--- src/rtl/hwsc_pkg.sv ---
// types and constants of the helicity window sequence checker
// no dependencies; imported by the tracker and the top level
`timescale 1ns / 1ps

package hwsc_pkg;

	// default time slot width
	localparam int SLOT_BITS_DEF = 8;

	// window position: 0..3 when synchronized, this value before the first multiplet start
	localparam logic [2:0] POS_UNSYNC = 3'd5;

	// error codes
	typedef logic [3:0] err_code_t;
	localparam err_code_t ERR_OK          = 4'd0;
	localparam err_code_t ERR_PS_MID      = 4'd1;
	localparam err_code_t ERR_PS_SAME     = 4'd2;
	localparam err_code_t ERR_HEL_MID     = 4'd3;
	localparam err_code_t ERR_HEL_SAME    = 4'd4;
	localparam err_code_t ERR_HEL_WRONG   = 4'd5;
	localparam err_code_t ERR_HEL_CHANGED = 4'd6;
	localparam err_code_t ERR_UNEXP_FIRST = 4'd7;
	localparam err_code_t ERR_UNEXP_OTHER = 4'd8;
	localparam err_code_t ERR_MS_MID      = 4'd9;
	localparam err_code_t ERR_PS_POS      = 4'd10;

	// sync, helicity and prediction bits of one event
	typedef struct packed {
		logic hel;
		logic ps;
		logic ms;
		logic pred_ok;
	} event_bits_t;

	// bits kept from the first event of a window
	typedef struct packed {
		logic ms;
		logic ps;
		logic hel;
	} win_bits_t;

endpackage

--- src/rtl/hwsc_tracker.sv ---
// window tracking state and the per-event checks
// depends on hwsc_pkg
`timescale 1ns / 1ps

module hwsc_tracker import hwsc_pkg::*; #(
	parameter int SLOT_BITS = SLOT_BITS_DEF
) (
	input  logic                 clk,
	input  logic                 arst_n,
	input  logic                 fire,
	input  logic                 enable,
	input  logic [SLOT_BITS-1:0] slot,
	input  event_bits_t          ev,
	output err_code_t            code
);

	logic [SLOT_BITS-1:0] prev_slot_q;
	logic [2:0]           pos_q, pos_n;
	logic                 cur_valid_q, cur_valid_n;
	logic                 prev_valid_q, prev_valid_n;
	win_bits_t            cur_bits_q, cur_bits_n;
	win_bits_t            prev_bits_q, prev_bits_n;
	logic                 new_win;
	logic [1:0]           pos_adv;

	// window boundary detection and checks, last failing check wins
	always_comb begin
		new_win = (slot == SLOT_BITS'(1)) || (slot <= prev_slot_q);
		pos_adv = pos_q[1:0] + 2'd1;
		pos_n = pos_q;
		cur_valid_n = cur_valid_q;
		cur_bits_n = cur_bits_q;
		prev_valid_n = prev_valid_q;
		prev_bits_n = prev_bits_q;
		code = ERR_OK;
		if (new_win) begin
			prev_valid_n = cur_valid_q;
			prev_bits_n = cur_bits_q;
			cur_valid_n = 1'b1;
			cur_bits_n = '{ms: ev.ms, ps: ev.ps, hel: ev.hel};
			// multiplet position
			if (!ev.ms && pos_q == POS_UNSYNC) begin
				pos_n = 3'd0;
			end else if (pos_q < POS_UNSYNC) begin
				pos_n = {1'b0, pos_adv};
				if (!ev.ms && pos_adv != 2'd0) begin
					code = ERR_UNEXP_FIRST;
					pos_n = 3'd0;
				end else if (ev.ms && pos_adv == 2'd0) begin
					code = ERR_UNEXP_OTHER;
				end
			end
			// predictor at multiplet start
			if (pos_n == 3'd0 && !ev.pred_ok) begin
				code = ERR_HEL_WRONG;
			end
			// pair sync against position
			if (((pos_n == 3'd0 || pos_n == 3'd2) && ev.ps) ||
			    ((pos_n == 3'd1 || pos_n == 3'd3) && !ev.ps)) begin
				code = ERR_PS_POS;
			end
			// against the previous window
			if (cur_valid_q) begin
				if (ev.ps == cur_bits_q.ps) begin
					code = ERR_PS_SAME;
				end
				if (pos_n == 3'd1 || pos_n == 3'd3) begin
					if (ev.hel == cur_bits_q.hel) begin
						code = ERR_HEL_SAME;
					end
				end else if (pos_n == 3'd2) begin
					if (ev.hel != cur_bits_q.hel) begin
						code = ERR_HEL_CHANGED;
					end
				end
			end
		end else if (cur_valid_q) begin
			// inside a window, against its first event
			if (ev.ps != cur_bits_q.ps) begin
				code = ERR_PS_MID;
			end
			if (ev.ms != cur_bits_q.ms) begin
				code = ERR_MS_MID;
			end
			if (ev.hel != cur_bits_q.hel) begin
				code = ERR_HEL_MID;
			end
		end
	end

	// slot history follows every event, window state only while checking
	always_ff @(posedge clk or negedge arst_n) begin
		if (!arst_n) begin
			prev_slot_q <= '0;
			pos_q <= POS_UNSYNC;
			cur_valid_q <= 1'b0;
			prev_valid_q <= 1'b0;
			cur_bits_q <= '0;
			prev_bits_q <= '0;
		end else if (fire) begin
			prev_slot_q <= slot;
			if (enable) begin
				pos_q <= pos_n;
				cur_valid_q <= cur_valid_n;
				prev_valid_q <= prev_valid_n;
				cur_bits_q <= cur_bits_n;
				prev_bits_q <= prev_bits_n;
			end
		end
	end

endmodule

--- config.mk ---
export PLATFORM = sky130hd
export DESIGN_NAME = hwsc_tracker
export DESIGN_NICKNAME = d
export VERILOG_FILES = /design/src/rtl/hwsc_pkg.sv /design/src/rtl/hwsc_tracker.sv
export SDC_FILE = /design/constraint.sdc
export NUM_CORES = 1
export LEC_CHECK = 0
export ABC_AREA = 1
export BUFFER_PORTS_ARGS = -buffer_cell sky130_fd_sc_hd__buf_4
export CAP_MARGIN = 15
export CORE_MARGIN = 2
export CORE_UTILIZATION = 55
export CTS_CLUSTER_DIAMETER = 100
export CTS_CLUSTER_SIZE = 40
export DETAILED_ROUTE_END_ITERATION = 7
export GPL_ROUTABILITY_DRIVEN = 0
export PLACE_DENSITY = 0.84
export SKIP_CTS_REPAIR_TIMING = 1
export SLEW_MARGIN = 20
export SYNTH_ARGS = -nofsm -noshare
export SYNTH_HDL_FRONTEND = slang
export SYNTH_SLANG_ARGS = --single-unit
--- constraint.sdc ---
create_clock -name clk -period 3.2 [get_ports clk]
set_clock_uncertainty 0.05 [all_clocks]
set_input_delay 0.48 -clock clk [delete_from_list [all_inputs] [get_ports clk]]
set_output_delay 0.48 -clock clk [all_outputs]
set_load 0.005 [all_outputs]
; Word-level counts from Yosys, hierarchy flattened
; Cells that the tools add are included.
[totals]
regBits = 15
latch_bits = 0
ramBits = 0
romBits = 0
in_bits = 16
wordCells = 57
mem_count = 0
[op_classes]
add_sub_neg = 1
n_mul = 0
div_mod_pow = 0
magnitude_cmp = 2
n_eq_ne = 10
shifts = 0
muxes = 21
bitwise_logic = 0
n_reduce_logical = 17
[ops]
columns = operator, count
row1 = $mux 4, 16
row2 = $mux 3, 3
row3 = $eq 8x1->1 const B, 1
row4 = $le 8x8->1, 1
row5 = $eq 3x2->1 const B, 2
row6 = $logic_and 1x1->1, 6
row7 = $logic_or 1x1->1, 4
row8 = $eq 3x1->1 const B, 1
row9 = $eq 3x3->1 const B, 1
row10 = $logic_not 1->1, 3
row11 = $logic_not 3->1, 1
row12 = $lt 3x3->1 const B, 1
row13 = $ne 1x1->1, 3
row14 = $reduce_and 3->1, 1
row15 = $add 2x1->2 const B, 1
row16 = $eq 1x1->1, 2
row17 = $logic_not 2->1, 1
row18 = $mux 2, 1
row19 = $reduce_bool 2->1, 1
row20 = $mux 1, 1

; Logic depth before layout (Yosys ltp)
[depth]
ltp_word = 18
depth_mapped = 13
mapped_depth_nobuf = 13

; Worst setup path before layout
; Ideal clock, no wire load.
[synth_timing]
path_kind = input to output
from = input slot[7]
to = output code[3]
arrival_time_ps = 1461
slack_ps = 1209
stages = 10
cell_sequence = ha_1 nand2_1 nor2_2 nand4_1 and2_1 nand2_2 nand2_1 nor2_1 nand2_1 nand2_1
[synth_via]
elab_chain_cells = 3
[synth_rtl]
columns = element, line
row1 = from (decl), hwsc_tracker.sv:12  ; input logic [SLOT_BITS-1:0] slot,
row2 = $le 8x8->1 or $eq 8x1->1 (tied branches), hwsc_tracker.sv:28  ; new_win = (slot == SLOT_BITS'(1)) || (slot <= prev_slot_q);
row3 = $logic_or 1x1->1 (*), hwsc_tracker.sv:28
row4 = $mux 4 (*), hwsc_tracker.sv:36  ; if (new_win) begin
row5 = to (decl), hwsc_tracker.sv:14  ; output err_code_t code
; Every way passes the cells marked *; elsewhere a longest branch is shown, timed or not.

; Final worst setup path
[layout_timing]
from = register pos_q[0]
to = output code[2]
[layout_via]
elab_chain_cells = 18
[layout_rtl]
columns = element, line
row1 = from (decl), hwsc_tracker.sv:18  ; logic [2:0] pos_q, pos_n;
row2 = from (signal assigned), hwsc_tracker.sv:103  ; pos_q <= pos_n;
row3 = $add 2x1->2, hwsc_tracker.sv:29  ; pos_adv = pos_q[1:0] + 2'd1;
row4 = $reduce_bool 2->1, hwsc_tracker.sv:46  ; if (!ev.ms && pos_adv != 2'd0) begin
row5 = $logic_and 1x1->1, hwsc_tracker.sv:46
row6 = $mux 2, hwsc_tracker.sv:46
row7 = $mux 3, hwsc_tracker.sv:44  ; end else if (pos_q < POS_UNSYNC) begin
row8 = $mux 3, hwsc_tracker.sv:42  ; if (!ev.ms && pos_q == POS_UNSYNC) begin
row9 = $mux 3, hwsc_tracker.sv:36
row10 = $eq 3x2->1 (tied with other cells), "hwsc_tracker.sv:58, hwsc_tracker.sv:71"
row11 = [2 not listed], --
row12 = $logic_or 1x1->1, hwsc_tracker.sv:58  ; if (((pos_n == 3'd0 || pos_n == 3'd2) && ev.ps) ||
row13 = $mux 4, hwsc_tracker.sv:58
row14 = $mux 4, hwsc_tracker.sv:64  ; if (ev.ps == cur_bits_q.ps) begin
row15 = $mux 4, hwsc_tracker.sv:72  ; if (ev.hel != cur_bits_q.hel) begin
row16 = $mux 4, hwsc_tracker.sv:71  ; end else if (pos_n == 3'd2) begin
row17 = $mux 4, hwsc_tracker.sv:67  ; if (pos_n == 3'd1 || pos_n == 3'd3) begin
row18 = $mux 4 (*), hwsc_tracker.sv:63  ; if (cur_valid_q) begin
row19 = $mux 4 (*), hwsc_tracker.sv:36
; Every way passes the cells marked *; elsewhere a longest branch is shown, timed or not. The select of a mux whose other input is x is not followed.

==> results.yml <==
sta:
  max_clock_freq_mhz: 398
  setup_tns_ps: 0
  timing.hold.ws_ps: 357
  setup-violations-final: 0
  hold_violations: 0
  rsz0062_at_grt: "false"
  relSlewSlack_pct: 80.7
  layout_setup_ws_ps: 685
  slew_viol_final: 0
  finalCritPeriodShare_pct: 78.6
  tightest_slew_ps: 289
  timing.final.crit_period_ps: 2510
route:
  highest_layer: "met4"
  wl_um: 2280
  drc: 0
  wl_per_cell_um: 10.9
  vias: 1025
  detailroute.wirelength.met3_um: 84
  wl_met1_um: 1020
  first_pass_iters: 4
  viasPerCell: 4.93
  final_antenna_net_count: 0
  dr_wl_met2_um: 1150
  drt_iter0_drc: 17
logic_synthesis:
  synth_common_cells: "nand2_1 (42), inv_1 (25), dfrtp_1 (13), nor2_1 (13), ha_1 (10)"
  synth_edf_count: 0
  synth_fp_nets: 185
  synth_top_area_share_pct: 27.8
  synth-async-reset-ratio_pct: 100
  synth_area_mm2: 0.00117
  syn_avg_cell_area_um2: 7.35
  yosys_warnings: 0
  synth.area.top_cells: "dfrtp_1 (28%), nand2_1 (13%), ha_1 (11%)"
  ys.flop_type: "dfrtp_1"
  yosysSeqAreaShare_pct: 32.3
  synth_cell_type_count: 25
  yosysTopAreaCell: "dfrtp_1"
  synth-seq-cells: 15
  synthCells: 159
  yosysMostFrequentCell: "nand2_1"
place:
  place_inst: 203
  io_buffers: 19
  preCtsSetupSlack_ps: 867
  post_dp_cell_area_mm2: 0.00133
  dp_hpwl_um: 1890
power:
  p_leak_nw: 0.749
  p_int_uw: 389
  power_switching_uw: 240
  p_per_area_mw_per_mm2: 461
  pwr-share-seq_pct: 39.2
  combPwrFrac_pct: 43.4
  sw_frac_of_total_pct: 38.1
  power.total_uw: 629
  ir_worst_vdd_v: 0.000329
  p_clk_share_pct: 17.4
die:
  dieArea_mm2: 0.00251
  start_util_pct: 59.0
  core_mm2: 0.00198
  die_w_um: 50.1
  num_rows: 16
  die_height_um: 50.1
  io-pin-count: 20
worst_setup_path:
  critPathCaptureType: "output port"
  worstPathRequired_ps: 2670
  r2r_end: "cur_bits_q[2]"
  slowest_delay_ps: 590
  reg2reg_slack_ps: 1370
  cpMostUsedCell: "nand3_2"
  critPathMaxFanout: 6
  crit_slowest_cell: "dfstp_2"
  critPathLaunchType: "flop"
  r2r-start: "prev_slot_q[7]"
  crit_path_cell_trace: "ha_1 -> nand3_2 -> nand2_1 -> clkinv_2 -> nand2_4 -> nand3_2 -> nand2_1 -> nand3_2 -> a21oi_2 -> buf_4"
  rr_worst_depth: 10
  arrival_ps: 1980
  criticalPathCategory: "flop to output port"
global_routing:
  grt_use_total_pct: 21.7
  grt_pass1_wl_um: 4110
  grt_max_degree: 18
  overflow: 0
  antenna_found_initial: 0
  grt_pass1_vias: 986
final_layout:
  drive_gt1_share_pct: 24.9
  nets: 208
  n_antenna_cell: 0
  fin_util_pct: 68.9
  stdcell_count: 208
  area_delta_synth_final_pct: 16.9
  fin_area_mm2: 0.00137
  fillers: 164
clocking:
  clock_path_buffers: 2
  cts_sinks: 15
  cts_tree: "done"
  h-tree-depth: 1
  insertion_delay_ps: 290
  path_clk_slew_ps: 100
  root_buffer: "clkbuf_4"
  cts_buffers: 3
worst_hold_path:
  whs_path_depth: 3
  worstHoldEndpoint: "prev_slot_q[4]"
  hold_class: "input pin to flop"
  hp-start: "slot[4]"
run_status:
  outcome: "finished, final reports clean"
run:
  max_cap_viol_count: 0
==> worst max-delay path by stage <==
stage	from	to	slack, ps	depth (start not counted)
6_report	pos_q[0]	code[2]	690	10
2_1_floorplan	slot[7]	code[3]	1210	10
3_3_place_gp	slot[1]	code[0]	920	13
3_5_place_dp	slot[1]	code[0]	870	13
5_1_grt	pos_q[0]	code[1]	500	12
4_1_cts	pos_q[0]	code[2]	680	10
==> kinds of logic (layout without fill, tap and decap cells) <==
logic type / after synthesis / after routing / share of synthesized area (%)
flip-flops: 15 / 15 / 32.3
AO/OA/AOI/OAI: 23 / 23 / 13.1
AND/OR/NAND/NOR: 80 / 80 / 32.3
adder cells (fa/ha/maj): 10 / 10 / 10.7
buffers and inverters: 29 / 51 / 10.1
XOR/XNOR: 2 / 2 / 1.50
==> sequential cells by signal, indices dropped and copies added, names as in the netlist <==
name and count:
cur_bits_q 3, cur_valid_q 1, pos_q 3, prev_slot_q 8
==> layout make-up <==
type	count	area, um2	share of cell area (%)
clock buffers	4	26.3	1.92
inverters	27	103	7.51
multi-input cells	115	673	49.3
flip-flops and latches	15	378	27.7
well taps	27	33.8	2.47
repair buffers	20	153	11.2
==> placed cells by master, fill, tap and decap left out <==
cell / count
a21oi_1: 4
a21oi_2: 1
and2_1: 1
buf_4: 19
clkbuf_1: 1
clkbuf_4: 3
clkinv_2: 1
dfrtp_1: 13
dfstp_2: 2
dlygate4sd3_1: 1
ha_1: 10
inv_1: 25
inv_2: 1
nand2_1: 42
nand2_2: 4
nand2_4: 2
nand3_1: 9
nand3_2: 4
nand3b_1: 1
nand4_1: 3
nor2_1: 13
nor2_2: 1
o21a_1: 1
o21ai_0: 8
o21ai_2: 7
o21bai_1: 2
xnor2_1: 2
==> power groups by stage <==
stage / combinational, mW / clock (mW) / sequential (mW)
after CTS: 0.274 / 0.113 / 0.246
after detailed placement: 0.273 / 0 / 0.250
after global placement: 0.261 / 0 / 0.248
after floorplan: 0.194 / 0 / 0.245
after global routing: 0.317 / 0.119 / 0.252
final: 0.273 / 0.109 / 0.247
==> routing by layer <==
layer	vias up	GRT usage [%]
met5	-	0
met2	17	34.9
met4	0	8.33
li1	547	-
met1	457	27.8
met3	4	5.45
==> worst max-delay path: cells and delay by family (launching register included) <==
family | cells | cell delay [ps]
AND/OR/NAND/NOR | 6 | 570
AO/OA/AOI/OAI | 1 | 150
adder cells (fa/ha/maj) | 1 | 180
flip-flops | 1 | 590
buffers and inverters | 2 | 200
No activity file was read; power rests on OpenSTA's default activity.
